File: src/rtl/core/itar_pkg.sv
// ----------------------------------------------------------------------------
// itar_pkg
// Types, character constants and digit helpers of the radix text converter.
// ----------------------------------------------------------------------------
`default_nettype none

package itar_pkg;

  localparam logic [7:0] CH_ZERO   = 8'h30;
  localparam logic [7:0] CH_LETTER = 8'h57;
  localparam logic [7:0] CH_MINUS  = 8'h2d;
  localparam logic [4:0] DECIMAL   = 5'd10;
  localparam logic [4:0] BASE_MIN  = 5'd2;
  localparam logic [4:0] BASE_MAX  = 5'd16;
  localparam int         STEP_BITS = 8;

  typedef struct packed {
    logic       neg;
    logic [4:0] base;
  } ctrl_t;

  typedef struct packed {
    logic [3:0]           rem;
    logic [STEP_BITS-1:0] quo;
  } div_res_t;

  typedef enum logic [4:0] {
    S_IDLE = 5'b00001,
    S_SIGN = 5'b00010,
    S_DIV  = 5'b00100,
    S_RD   = 5'b01000,
    S_WR   = 5'b10000
  } back_state_t;

  // eight restoring division steps; remainder stays below base
  function automatic div_res_t div_step(input logic [3:0] rem_in,
                                        input logic [STEP_BITS-1:0] bits,
                                        input logic [4:0] base);
    div_res_t res;
    logic [4:0] t;
    logic [3:0] r;
    r = rem_in;
    res.quo = '0;
    for (int k = STEP_BITS - 1; k >= 0; k--) begin
      t = {r, bits[k]};
      if (t >= base) begin
        res.quo[k] = 1'b1;
        r = 4'(t - base);
      end else begin
        r = t[3:0];
      end
    end
    res.rem = r;
    return res;
  endfunction

  function automatic logic [7:0] digit_char(input logic [3:0] d);
    return ({1'b0, d} < DECIMAL) ? CH_ZERO + 8'(d) : CH_LETTER + 8'(d);
  endfunction

endpackage

`default_nettype wire

File: src/rtl/core/integer_to_ascii_radix_top.sv
// Flow: the digit engine takes a number from the command queue while it is idle;
// each digit is then found by division of the whole number, eight bits per
// step, and each character by a stack read (S_RD) and an output load (S_WR).
// The digit engine holds one number at a time and takes no new number before it
// is through with the last; two numbers may wait in the queue.
// Reset (rst, synchronous) empties the queue and the output register.
// ----------------------------------------------------------------------------
// integer_to_ascii_radix_top
// Converts a number to ASCII text in base 2..16 or signed decimal.
// ----------------------------------------------------------------------------
`default_nettype none

module integer_to_ascii_radix_top #(
  parameter int VALUE_WIDTH = 32
) (
  input  wire logic                   clk,
  input  wire logic                   rst,
  input  wire logic                   push,
  output logic                        full,
  input  wire logic                   func,
  input  wire logic [VALUE_WIDTH-1:0] value,
  input  wire logic [4:0]             base,
  output logic                        empty,
  input  wire logic                   pop,
  output logic      [7:0]             char_code,
  output logic                        last
);

  localparam int CW = $bits(itar_pkg::ctrl_t);
  localparam int DW = CW + VALUE_WIDTH;

  itar_pkg::ctrl_t        f_ctrl;
  logic [VALUE_WIDTH-1:0] f_mag;
  logic [DW-1:0]          q_rdata;
  logic                   q_valid;
  logic                   q_pop;

  itar_front #(
    .VALUE_WIDTH (VALUE_WIDTH)
  ) u_front (
    .func  (func),
    .value (value),
    .base  (base),
    .ctrl  (f_ctrl),
    .mag   (f_mag)
  );

  itar_queue #(
    .DW (DW)
  ) u_queue (
    .clk   (clk),
    .rst   (rst),
    .push  (push),
    .wdata ({f_ctrl, f_mag}),
    .full  (full),
    .pop   (q_pop),
    .rdata (q_rdata),
    .valid (q_valid)
  );

  itar_back #(
    .VALUE_WIDTH (VALUE_WIDTH)
  ) u_back (
    .clk       (clk),
    .rst       (rst),
    .cmd_valid (q_valid),
    .cmd_ctrl  (itar_pkg::ctrl_t'(q_rdata[DW-1:VALUE_WIDTH])),
    .cmd_mag   (q_rdata[VALUE_WIDTH-1:0]),
    .cmd_pop   (q_pop),
    .char_code (char_code),
    .last      (last),
    .empty     (empty),
    .pop       (pop)
  );

endmodule

`default_nettype wire

File: src/rtl/core/itar_ram.sv
// ----------------------------------------------------------------------------
// itar_ram
// Generic single-write, single-read RAM with registered read data.
// ----------------------------------------------------------------------------
`default_nettype none

module itar_ram #(
  parameter int WIDTH = 4,
  parameter int DEPTH = 32
) (
  input  wire logic                     clk,
  input  wire logic                     we,
  input  wire logic [$clog2(DEPTH)-1:0] waddr,
  input  wire logic [WIDTH-1:0]         wdata,
  input  wire logic [$clog2(DEPTH)-1:0] raddr,
  output logic      [WIDTH-1:0]         rdata
);

  logic [WIDTH-1:0] mem [DEPTH];

  always_ff @(posedge clk) begin
    if (we) begin
      mem[waddr] <= wdata;
    end
    rdata <= mem[raddr];
  end

endmodule

`default_nettype wire

File: src/rtl/core/itar_front.sv
// ----------------------------------------------------------------------------
// itar_front
// Classifies an incoming number: clamps the base, picks sign and magnitude.
// ----------------------------------------------------------------------------
`default_nettype none

module itar_front #(
  parameter int VALUE_WIDTH = 32
) (
  input  wire logic                   func,
  input  wire logic [VALUE_WIDTH-1:0] value,
  input  wire logic [4:0]             base,
  output itar_pkg::ctrl_t             ctrl,
  output logic      [VALUE_WIDTH-1:0] mag
);

  always_comb begin
    ctrl = '0;
    mag  = value;
    if (func) begin
      ctrl.base = itar_pkg::DECIMAL;
      ctrl.neg  = value[VALUE_WIDTH-1];
      if (value[VALUE_WIDTH-1]) begin
        mag = VALUE_WIDTH'(0) - value;
      end
    end else if (base < itar_pkg::BASE_MIN) begin
      ctrl.base = itar_pkg::BASE_MIN;
    end else if (base > itar_pkg::BASE_MAX) begin
      ctrl.base = itar_pkg::BASE_MAX;
    end else begin
      ctrl.base = base;
    end
  end

endmodule

`default_nettype wire

File: src/rtl/core/itar_queue.sv
// ----------------------------------------------------------------------------
// itar_queue
// Two-entry command queue between the front and the back part.
// ----------------------------------------------------------------------------
`default_nettype none

module itar_queue #(
  parameter int DW = 38
) (
  input  wire logic          clk,
  input  wire logic          rst,
  input  wire logic          push,
  input  wire logic [DW-1:0] wdata,
  output logic               full,
  input  wire logic          pop,
  output logic      [DW-1:0] rdata,
  output logic               valid
);

  logic [DW-1:0] mem [2];
  logic          wptr;
  logic          rptr;
  logic [1:0]    cnt;
  logic          do_push;
  logic          do_pop;

  assign full    = (cnt == 2'd2);
  assign valid   = (cnt != 2'd0);
  assign do_push = push && !full;
  assign do_pop  = pop && valid;
  assign rdata   = mem[rptr];

  always_ff @(posedge clk) begin
    if (do_push) begin
      mem[wptr] <= wdata;
    end
  end

  always_ff @(posedge clk) begin
    if (rst) begin
      wptr <= 1'b0;
      rptr <= 1'b0;
      cnt  <= 2'd0;
    end else begin
      if (do_push) begin
        wptr <= !wptr;
      end
      if (do_pop) begin
        rptr <= !rptr;
      end
      if (do_push && !do_pop) begin
        cnt <= cnt + 2'd1;
      end else if (do_pop && !do_push) begin
        cnt <= cnt - 2'd1;
      end
    end
  end

endmodule

`default_nettype wire

File: src/rtl/core/itar_back.sv
// ----------------------------------------------------------------------------
// itar_back
// Digit engine: repeated division by the base, digit stack, character output.
// ----------------------------------------------------------------------------
`default_nettype none

module itar_back #(
  parameter int VALUE_WIDTH = 32
) (
  input  wire logic                   clk,
  input  wire logic                   rst,
  input  wire logic                   cmd_valid,
  input  wire itar_pkg::ctrl_t        cmd_ctrl,
  input  wire logic [VALUE_WIDTH-1:0] cmd_mag,
  output logic                        cmd_pop,
  output logic      [7:0]             char_code,
  output logic                        last,
  output logic                        empty,
  input  wire logic                   pop
);

  localparam int SB    = itar_pkg::STEP_BITS;
  localparam int NSTEP = (VALUE_WIDTH + SB - 1) / SB;
  localparam int PADW  = NSTEP * SB;
  localparam int SCW   = (NSTEP > 1) ? $clog2(NSTEP) : 1;
  localparam int AW    = $clog2(VALUE_WIDTH);

  itar_pkg::back_state_t state;
  itar_pkg::div_res_t    div;
  logic [PADW-1:0]       dvd;
  logic [PADW-1:0]       quo_next;
  logic [3:0]            rem;
  logic [SCW-1:0]        cnt;
  logic [AW-1:0]         ndig;
  logic [AW-1:0]         idx;
  logic [4:0]            base_r;
  logic                  out_valid;
  logic                  out_free;
  logic                  digit_done;
  logic [3:0]            ram_rdata;

  assign div        = itar_pkg::div_step(rem, dvd[PADW-1 -: SB], base_r);
  assign quo_next   = (dvd << SB) | PADW'(div.quo);
  assign digit_done = (state == itar_pkg::S_DIV) && (cnt == SCW'(NSTEP - 1));
  assign out_free   = !out_valid || pop;
  assign empty      = !out_valid;
  assign cmd_pop    = (state == itar_pkg::S_IDLE) && cmd_valid;

  itar_ram #(
    .WIDTH (4),
    .DEPTH (VALUE_WIDTH)
  ) u_stack (
    .clk   (clk),
    .we    (digit_done),
    .waddr (ndig),
    .wdata (div.rem),
    .raddr (idx),
    .rdata (ram_rdata)
  );

  always_ff @(posedge clk) begin
    if (rst) begin
      state     <= itar_pkg::S_IDLE;
      out_valid <= 1'b0;
    end else begin
      if (pop && out_valid) begin
        out_valid <= 1'b0;
      end
      case (state)
        itar_pkg::S_IDLE: begin
          if (cmd_valid) begin
            dvd    <= PADW'(cmd_mag);
            rem    <= '0;
            cnt    <= '0;
            ndig   <= '0;
            base_r <= cmd_ctrl.base;
            state  <= cmd_ctrl.neg ? itar_pkg::S_SIGN : itar_pkg::S_DIV;
          end
        end
        itar_pkg::S_SIGN: begin
          if (out_free) begin
            out_valid <= 1'b1;
            char_code <= itar_pkg::CH_MINUS;
            last      <= 1'b0;
            state     <= itar_pkg::S_DIV;
          end
        end
        itar_pkg::S_DIV: begin
          dvd <= quo_next;
          if (digit_done) begin
            cnt <= '0;
            rem <= '0;
            if (quo_next == '0 || ndig == AW'(VALUE_WIDTH - 1)) begin
              idx   <= ndig;
              state <= itar_pkg::S_RD;
            end else begin
              ndig <= ndig + 1'b1;
            end
          end else begin
            cnt <= cnt + 1'b1;
            rem <= div.rem;
          end
        end
        itar_pkg::S_RD: begin
          state <= itar_pkg::S_WR;
        end
        itar_pkg::S_WR: begin
          if (out_free) begin
            out_valid <= 1'b1;
            char_code <= itar_pkg::digit_char(ram_rdata);
            last      <= (idx == '0);
            if (idx == '0) begin
              state <= itar_pkg::S_IDLE;
            end else begin
              idx   <= idx - 1'b1;
              state <= itar_pkg::S_RD;
            end
          end
        end
        default: begin
          state <= itar_pkg::S_IDLE;
        end
      endcase
    end
  end

endmodule

`default_nettype wire

File: config.mk
export PLATFORM = sky130hd
export DESIGN_NAME = integer_to_ascii_radix_top
export DESIGN_NICKNAME = d
export VERILOG_FILES = /design/src/rtl/core/itar_pkg.sv /design/src/rtl/core/integer_to_ascii_radix_top.sv /design/src/rtl/core/itar_ram.sv /design/src/rtl/core/itar_front.sv /design/src/rtl/core/itar_queue.sv /design/src/rtl/core/itar_back.sv
export SDC_FILE = /design/constraint.sdc
export NUM_CORES = 1
export LEC_CHECK = 0
export BUFFER_PORTS_ARGS = -buffer_cell sky130_fd_sc_hd__buf_4
export CORE_AREA = 2 2 148 150
export CTS_BUF_LIST = sky130_fd_sc_hd__clkbuf_2
export DETAILED_ROUTE_END_ITERATION = 12
export DIE_AREA = 0 0 150 152
export MAX_ROUTING_LAYER = met4
export PLACE_DENSITY = 0.83
export SETUP_SLACK_MARGIN = 0.1
export SLEW_MARGIN = 40
export SYNTH_ARGS = -nofsm -noshare
export SYNTH_HDL_FRONTEND = slang
export SYNTH_SLANG_ARGS = --single-unit
File: constraint.sdc
create_clock -name clk -period 31.9 [get_ports clk]
set_clock_uncertainty 0.15 [all_clocks]
set_input_delay 1.595 -clock clk [delete_from_list [all_inputs] [get_ports clk]]
set_output_delay 1.595 -clock clk [all_outputs]
set_load 0.02 [all_outputs]
==> flow_summary.yaml, run 1 <==
cts:
  ctsHoldBuffers: 0
  cts_max_path_buffers: 3
  cts_resized: 0
  clk_pin_slew_ps: 120
  cts_root_buf: "clkbuf_2"
  cts_sinks: 280
  cts_tree: "done"
  clock_latency_ps: 840
  cts_max_level: 3
  numCtsBuffers: 69
  post_cts_buffers: 0
synth:
  synth_top_area_cell: "edfxtp_1"
  netlist.area_leader.share: 0.583
  synth_top_family_by_area: "compound AO/OA/AOI/OAI gates"
  synth_area_leaders: "edfxtp_1, mux2i_1, ha_1, mux4_2, xnor2_1"
  async_flop_share: 0
  synth_area_per_cell_um2: 13.1
  syn_inst: 1044
  synth-main-ff-cell: "edfxtp_1"
  synth-seq-cells: 280
  synth_area_um2: 13600
  synthSimpleGateAreaFrac: 0.0875
  ys_warn_count: 0
  synth_commonest_cells: "edfxtp_1, nor2_1, nand2_1"
  post-synth-top-count-cell: "edfxtp_1"
  synth_fp_nets: 1144
  synth_seq_area_share: 0.605
  yosys.area_share.xor_xnor: 0.0353
  synth_cell_type_count: 64
  muxShareOfSynthArea: 0.0942
  synth_compound_area_frac: 0.0953
  synth-edff-count: 265
  synth_adder_area_share: 0.0576
worst_hold_path:
  whs_path_depth: 2
  min_path_type: "reg -> reg"
layout:
  multi_input_area_um2: 5090
  area_growth_pct: 9.39
  seq_area_um2: 8260
  num-fill-cells: 1528
  nNetsFinal: 1240
  drive_gt1_frac: 0.190
global_routing:
  grt_max_degree: 74
  antenna_found_initial: 1
  grt_use_total: 0.256
  grt_pass1_vias: 8642
  overflow: 0
  grt_pass1_wl_um: 43900
placed_design:
  gp_congestion: 0.875
  dp_hpwl_um: 18600
  io_buffers: 51
  dp_slack_ps: 19350
setup_path:
  cp.arrival_ps: 13070
  cp_num_cells: 45
  cp-endpoint: "u_back.idx[2]"
  rrSetupSlack_ps: 19140
  r2r-start: "u_back.base_r[1]"
  worst-path-max-fanout: 10
  r2r-end: "u_back.idx[2]"
  reg2reg_depth: 45
  cp.required_ps: 32210
  critPathTopFamily: "compound AO/OA/AOI/OAI gates"
  critPathBufInv: 3
  cpMaxStageDelayCell: "edfxtp_1"
  endpoint_kind: "register"
  crit_top_cell: "ha_1"
  criticalPathCategory: "reg -> reg"
  cp-startpoint: "u_back.base_r[1]"
  critPathLaunchType: "register"
  critPathMaxStageDelay_ps: 680
drt:
  drc: 0
  firstDrtPassIters: 7
  viasPerCell: 6.00
  drt_iter0_markers: 966
  vias: 8771
  drtAntennaViolNets: 0
  wirelength_um: 27600
  wl_per_cell_um: 18.9
floorplan:
  start_util: 0.639
  dieArea_um2: 22800
  core_region_area_um2: 21400
  die-width_um: 150
  ios: 53
  rows: 54
  die-height_um: 152
sta:
  finalSetupViolCount: 0
  max_freq_ghz: 0.0784
  slew_viol_final: 0
  tightestPinTransition_ps: 749
  finalCritPeriodShare: 0.400
  timing.hold.ws_ps: 360
  fin_crit_ps: 12760
  hold_violations: 0
  setup_tns_ps: 0
  rsz0062_at_grt: "no"
  slew_headroom: 0.501
  setup_ws_ps: 19140
run:
  drv_cap: 0
outcome:
  outcome: "complete, no violations"
cell type report:
cell class | instances | area share
antenna | 1 | 0.000168
clock buffer | 99 | 0.0332
clock inverter | 13 | 0.00352
inverter | 49 | 0.0123
multi-input combinational | 679 | 0.341
sequential | 280 | 0.553
tap | 280 | 0.0235
timing repair buffer | 61 | 0.0330
how the worst min path moves through the flow:
stage                         startpoint             end  slack, ps
after floorplan             u_queue.rptr        register        320
after global placement      u_queue.rptr        register        330
after detailed placement    u_queue.rptr    u_queue.rptr        340
after CTS                   u_queue.rptr    u_queue.rptr        370
after global routing        u_queue.rptr        register        410
final                     u_back.dvd[23]  u_back.dvd[31]        360
stage by stage:
step	area, µm²	util	instances
2_1_floorplan	13600	-	1044
3_3_place_gp	14300	0.670	1346
3_5_place_dp	14400	0.673	1349
4_1_cts	14900	0.699	1461
5_1_grt	14900	0.699	1462
6_report	14900	0.699	1462
worst min-delay path: stages, from the launching register on:
cell and delay, ps:
edfxtp_1 350, nand2_1 50, o21ai_0 60
state kept, by name (all words and copies together), names as in the netlist, 2 cells and up, named ones only:
| name | flops |
|---|---|
| u_back.u_stack.mem | 128 |
| u_queue.mem | 76 |
| u_back.dvd | 32 |
| u_back.char_code | 7 |
| u_back.base_r | 5 |
| u_back.idx | 5 |
| u_back.ndig | 5 |
| u_back.state | 5 |
| u_back.rem | 4 |
| u_back.u_stack.rdata | 4 |
| u_back.cnt | 2 |
| u_queue.cnt | 2 |
cells by family after synthesis:
family | after synthesis
fa+ha+maj | 58
buf+inv | 85
mux | 105
compound gates | 210
other cells | 2
simple gates | 249
flops | 280
xor+xnor | 55
routing by layer:
| metal | vias to the layer above | global-route usage | wire [µm] |
|---|---|---|---|
| met4 | 0 | 0.0943 | 673 |
| met3 | 69 | 0.0604 | 2040 |
| met1 | 4176 | 0.349 | 11900 |
| met2 | 370 | 0.381 | 12900 |
| li1 | 4156 | - | - |
| met5 | - | - | 0 |
placed cells by master (no fill, tap or decap), types with 10 or more instances in the layout:
| cell type | count |
|---|---|
| inv_1 | 49 |
| o21ai_0 | 62 |
| mux4_2 | 16 |
| xnor2_1 | 37 |
| mux2i_1 | 64 |
| edfxtp_1 | 265 |
| nand2b_1 | 10 |
| o31ai_1 | 10 |
| xor2_1 | 18 |
| a21o_1 | 21 |
| nand2_1 | 74 |
| clkbuf_2 | 99 |
| nand3_1 | 10 |
| ha_1 | 50 |
| a21oi_1 | 52 |
| buf_4 | 57 |
| nor3_1 | 13 |
| and2_1 | 10 |
| nor2_1 | 84 |
| dfxtp_1 | 14 |
| mux2_2 | 23 |
Power of run 1 is not shown: default switching activity piles up to over one toggle a cycle in this logic, so the estimate is an artifact.
==> run 2: changes to the inputs <==
--- a/config.mk
+++ b/config.mk
@@ -6,12 +6,12 @@
 export NUM_CORES = 1
 export LEC_CHECK = 0
 export BUFFER_PORTS_ARGS = -buffer_cell sky130_fd_sc_hd__buf_4
-export CORE_AREA = 2 2 148 150
+export CORE_AREA = 2 2 157 159
 export CTS_BUF_LIST = sky130_fd_sc_hd__clkbuf_2
 export DETAILED_ROUTE_END_ITERATION = 12
-export DIE_AREA = 0 0 150 152
+export DIE_AREA = 0 0 159 161
 export MAX_ROUTING_LAYER = met4
-export PLACE_DENSITY = 0.83
+export PLACE_DENSITY = 0.78
 export SETUP_SLACK_MARGIN = 0.1
 export SLEW_MARGIN = 40
 export SYNTH_ARGS = -nofsm -noshare
==> constraint.sdc (replaced) <==
create_clock -name clk -period 10.39 [get_ports clk]
set_clock_uncertainty 0.15 [all_clocks]
set_input_delay 0.5195 -clock clk [delete_from_list [all_inputs] [get_ports clk]]
set_output_delay 0.5195 -clock clk [all_outputs]
set_load 0.02 [all_outputs]
==> run 2 against run 1 <==
Against the previous run: the flow now finishes with violations (setup timing); first-iteration DRC count down 13%; global-route usage down 2.0 points; die area up 12%; critical path depth up 1; clock-buffer cell count unchanged; sequential cell count unchanged.
==> flow_summary.yaml, run 2 (same netlist as run 1, synthesis figures left out) <==
sta:
  slew_headroom: 0.460
  max_freq_ghz: 0.0956
  setup_tns_ps: -362
  finalSetupViolCount: 10
  finalCritPeriodShare: 1.01
  tightestPinTransition_ps: 805
  hold_violations: 0
  fin_crit_ps: 10460
  setup_ws_ps: -70.2
  slew_viol_final: 0
worst_hold_path:
  min_path_type: "in -> reg"
run:
  drv_cap: 0
setup_path:
  reg2reg_depth: 46
  critPathLaunchType: "register"
  endpoint_kind: "register"
  critPathMaxStageDelay_ps: 570
  cp-endpoint: "u_back.idx[2]"
  cp.required_ps: 10760
  rrSetupSlack_ps: -70
  r2r-end: "u_back.idx[2]"
  r2r-start: "u_back.rem[1]"
  cp-startpoint: "u_back.rem[1]"
  cp.arrival_ps: 10830
  crit_top_cell: "ha_4"
  criticalPathCategory: "reg -> reg"
  worst-path-max-fanout: 7
  cpMaxStageDelayCell: "or4_4"
layout:
  largest_reg_flops: 128
  final_common_cell: "edfxtp_1"
  top_register: "u_back.u_stack.mem"
  stdcell_count: 1603
  multi_input_area_um2: 5720
  top_regs: "u_back.u_stack.mem x128, u_queue.mem x76, u_back.dvd x32"
  seq_area_um2: 8260
  drive_gt1_frac: 0.271
  layout_common_cells: "edfxtp_1, buf_4, clkbuf_2, nor2_1, nand2_1"
  area_growth_pct: 20.9
  num-fill-cells: 1619
  nNetsFinal: 1331
cts:
  cts_tree: "done"
  numCtsBuffers: 69
  clk_pin_slew_ps: 110
  cts_max_level: 3
  clock_latency_ps: 870
  cts_max_path_buffers: 3
  cts_root_buf: "clkbuf_2"
  cts_sinks: 280
drt:
  vias: 9298
  wirelength_um: 31300
  wl_per_cell_um: 19.5
  drtAntennaViolNets: 0
  drt_iter0_markers: 839
  drc: 0
  viasPerCell: 5.80
  firstDrtPassIters: 5
outcome:
  failed_checks: "setup timing"
  outcome: "complete, but fails checks"
placed_design:
  gp_congestion: 0.911
  place_inst: 1412
  io_buffers: 51
  dp_hpwl_um: 18400
global_routing:
  grt_use_total: 0.236
  grt_max_degree: 74
  grt_pass1_wl_um: 46500
  antenna_found_initial: 1
  grt_pass1_vias: 9178
  overflow: 0
floorplan:
  start_util: 0.570
  rows: 57
  ios: 53
  die-width_um: 159
  die-height_um: 161
  dieArea_um2: 25600
  core_region_area_um2: 24000
[run 2: cell count changes in the layout (fill, tap and decap cells not counted), moves of 7 or more]
cell           delta
buf_4            +43
ha_4             +16
mux2_4            +8
a21oi_2          +10
ha_1             -20
mux2_2            -8
a21oi_1          -13
o21ai_4           +7
dlygate4sd3_1    +47
[run 2: what timing repair did]
| item | in CTS | in global routing |
|---|---|---|
| hold buffers | 47 | 0 |
| pin swaps | 7 | 51 |
| endpoints found under the hold margin | 85 | 0 |
| cloned | 0 | 0 |
| gates resized for setup | 22 | 81 |
| setup buffers | 7 | 18 |
| endpoints found under the setup margin | 127 | 145 |
[run 2: routing by layer]
metal	vias up	global-route usage	part of all wire
met2	407	0.386	0.49
li1	4345	-	-
met5	-	-	0
met4	0	0.0913	0.032
met1	4458	0.291	0.40
met3	88	0.0526	0.073
[run 2: final cells by class]
| class | instances | area share |
|---|---|---|
| multi-input cells | 679 | 0.347 |
| clock inverters | 19 | 0.00834 |
| diodes | 1 | 0.000152 |
| flip-flops and latches | 280 | 0.501 |
| inverters | 49 | 0.0115 |
| repair buffers | 152 | 0.0780 |
| clock buffers | 99 | 0.0300 |
| well taps | 324 | 0.0246 |
[run 2: worst min-delay path by stage]
| stage | startpoint | to | slack [ps] | cells after the start |
|---|---|---|---|---|
| after floorplan | u_queue.rptr | register | 320 | 2 |
| after global placement | u_queue.rptr | register | 330 | 2 |
| after detailed placement | u_queue.rptr | u_queue.rptr | 340 | 2 |
| after CTS | rst | u_queue.cnt[0] | 260 | 3 |
| after global routing | rst | u_queue.cnt[0] | 280 | 3 |
| final | rst | u_queue.wptr | 330 | 3 |
[run 2: through the flow]
| stage | cell area [µm²] | setup WS (ps) | hold slack (ps) | util |
|---|---|---|---|---|
| after floorplan | 13700 | 109 | 322 | - |
| after global placement | 14600 | 94.2 | 334 | 0.608 |
| after detailed placement | 14600 | -321 | 344 | 0.609 |
| after CTS | 15900 | 114 | 257 | 0.663 |
| after global routing | 16500 | -389 | 278 | 0.688 |
| final | 16500 | -70.2 | 332 | 0.688 |
[run 2: critical path: cells and delay by family (launching register included)]
| kind | cells | cell delay [ps] |
|---|---|---|
| compound gates | 21 | 3810 |
| fa+ha+maj | 8 | 2360 |
| buf+inv | 6 | 720 |
| flops | 1 | 480 |
| mux | 4 | 1430 |
| simple gates | 7 | 1120 |
Power of run 2 is left out for the same reason.
==> run 3: changes to the inputs <==
--- a/config.mk
+++ b/config.mk
@@ -5,7 +5,7 @@
 export SDC_FILE = /design/constraint.sdc
 export NUM_CORES = 1
 export LEC_CHECK = 0
-export BUFFER_PORTS_ARGS = -buffer_cell sky130_fd_sc_hd__buf_4
+export BUFFER_PORTS_ARGS = -buffer_cell sky130_fd_sc_hd__buf_2
 export CORE_AREA = 2 2 157 159
 export CTS_BUF_LIST = sky130_fd_sc_hd__clkbuf_2
 export DETAILED_ROUTE_END_ITERATION = 12
==> run 3 against run 2 <==
Against the previous run: hold slack lost 260 ps; the flow now finishes without violations; cell count rose by 0.94%; largest cell class unchanged; critical path depth down 3; final area shrank 0.36%.
==> flow_summary.yaml, run 3 (same netlist as run 1, synthesis figures left out) <==
layout:
  layout_common_cells: "edfxtp_1, clkbuf_2, nor2_1, nand2_1, mux2i_1"
  final_common_cell: "edfxtp_1"
  largest_reg_flops: 128
  drive_gt1_frac: 0.268
  top_regs: "u_back.u_stack.mem x128, u_queue.mem x76, u_back.dvd x32"
  top_register: "u_back.u_stack.mem"
  nNetsFinal: 1339
  num-fill-cells: 1656
  area_growth_pct: 20.4
  stdcell_count: 1618
run:
  drv_cap: 0
cts:
  cts_tree: "done"
  numCtsBuffers: 70
  clk_pin_slew_ps: 110
  cts_sinks: 280
  cts_max_path_buffers: 3
  clock_latency_ps: 860
  cts_max_level: 3
  cts_root_buf: "clkbuf_2"
floorplan:
  core_region_area_um2: 24000
  rows: 57
  ios: 53
  start_util: 0.570
  dieArea_um2: 25600
  die-height_um: 161
  die-width_um: 159
drt:
  wirelength_um: 31300
  drc: 0
  wl_met3_um: 2310
  drtAntennaViolNets: 0
  top_layer_used: "met4"
  drt_iter0_markers: 784
  vias: 9429
  wl_per_cell_um: 19.3
  firstDrtPassIters: 5
  wl_met1_um: 12400
  viasPerCell: 5.83
  dr_wl_met2_um: 15500
outcome:
  outcome: "complete, no violations"
sta:
  setup_ws_ps: 142
  hold_violations: 0
  timing.hold.ws_ps: 73.9
  setup_tns_ps: 0
  finalSetupViolCount: 0
  slew_viol_final: 0
  slew_headroom: 0.457
  finalCritPeriodShare: 0.986
  tightestPinTransition_ps: 809
  fin_crit_ps: 10250
  max_freq_ghz: 0.0976
global_routing:
  antenna_found_initial: 1
  grt_pass1_wl_um: 45800
  grt_pass1_vias: 9273
  overflow: 0
  grt_max_degree: 74
  grt_use_total: 0.232
placed_design:
  dp_hpwl_um: 18500
  place_inst: 1409
  gp_congestion: 0.864
  dp_slack_ps: -366
  io_buffers: 51
setup_path:
  cp.required_ps: 10730
  critPathTopFamily: "compound AO/OA/AOI/OAI gates"
  criticalPathCategory: "reg -> reg"
  critPathBufInv: 5
  critPathLaunchType: "register"
  cpMaxStageDelayCell: "fa_1"
  worst-path-max-fanout: 8
  endpoint_kind: "register"
  critPathMaxStageDelay_ps: 630
  crit_top_cell: "ha_4"
  cp.arrival_ps: 10590
worst_hold_path:
  min_path_type: "in -> reg"
run 3: changes by cell type in the layout (fill, tap and decap cells not counted), moves of 3 or more:
cell      delta
buf_2       +51
buf_4       -46
clkinv_1    +10
ha_1         +4
ha_2         -3
mux2_2       +3
run 3: metrics by stage:
step           cell area [µm²]   util
6_report                 16400  0.686
5_1_grt                  16400  0.686
4_1_cts                  15700  0.655
3_5_place_dp             14500  0.604
3_3_place_gp             14400  0.601
2_1_floorplan            13700      -
run 3: worst register-to-register path: cells and delay by family (launching register included):
kind / cells / cell delay (ps)
and+or+nand+nor: 5 / 890
DFF: 1 / 440
adders and majority gates: 8 / 2460
AOI/OAI and AO/OA: 19 / 3460
muxes: 6 / 1960
buffers and inverters: 5 / 550
run 3: worst paths after layout:
| kind | from | endpoint | slack (ps) | depth (start not counted) |
|---|---|---|---|---|
| worst min register to register | u_queue.rptr | u_queue.rptr | 380 | 2 |
| worst min-delay path | value[1] | u_queue.mem[1][3] | 70 | 4 |
| worst max-delay path | u_back.rem[1] | u_back.idx[4] | 140 | 43 |
| worst max register to register | u_back.rem[1] | u_back.idx[4] | 140 | 43 |
run 3: cell type report:
type                            count  area [µm²]  area share
Tap cell                          324         405      0.0247
Multi-Input combinational cell    680        5680       0.345
Timing Repair Buffer              158        1220      0.0745
Antenna cell                        1        2.50    0.000152
Inverter                           49         186      0.0113
Sequential cell                   280        8260       0.503
Clock buffer                       99         495      0.0301
Clock inverter                     27         186      0.0113
run 3: layer usage:
layer,track usage,vias up
li1,-,4371
met1,0.285,4513
met2,0.382,435
met3,0.0460,110
met4,0.0905,0
met5,-,-
run 3: repair_timing:
action,CTS,global route
endpoints found under the setup margin,92,145
setup buffers,5,31
cloned,0,1
hold buffers,45,0
resized for setup,14,83
pin swaps,7,48
endpoints found under the hold margin,82,0
Power of run 3 is left out for the same reason.
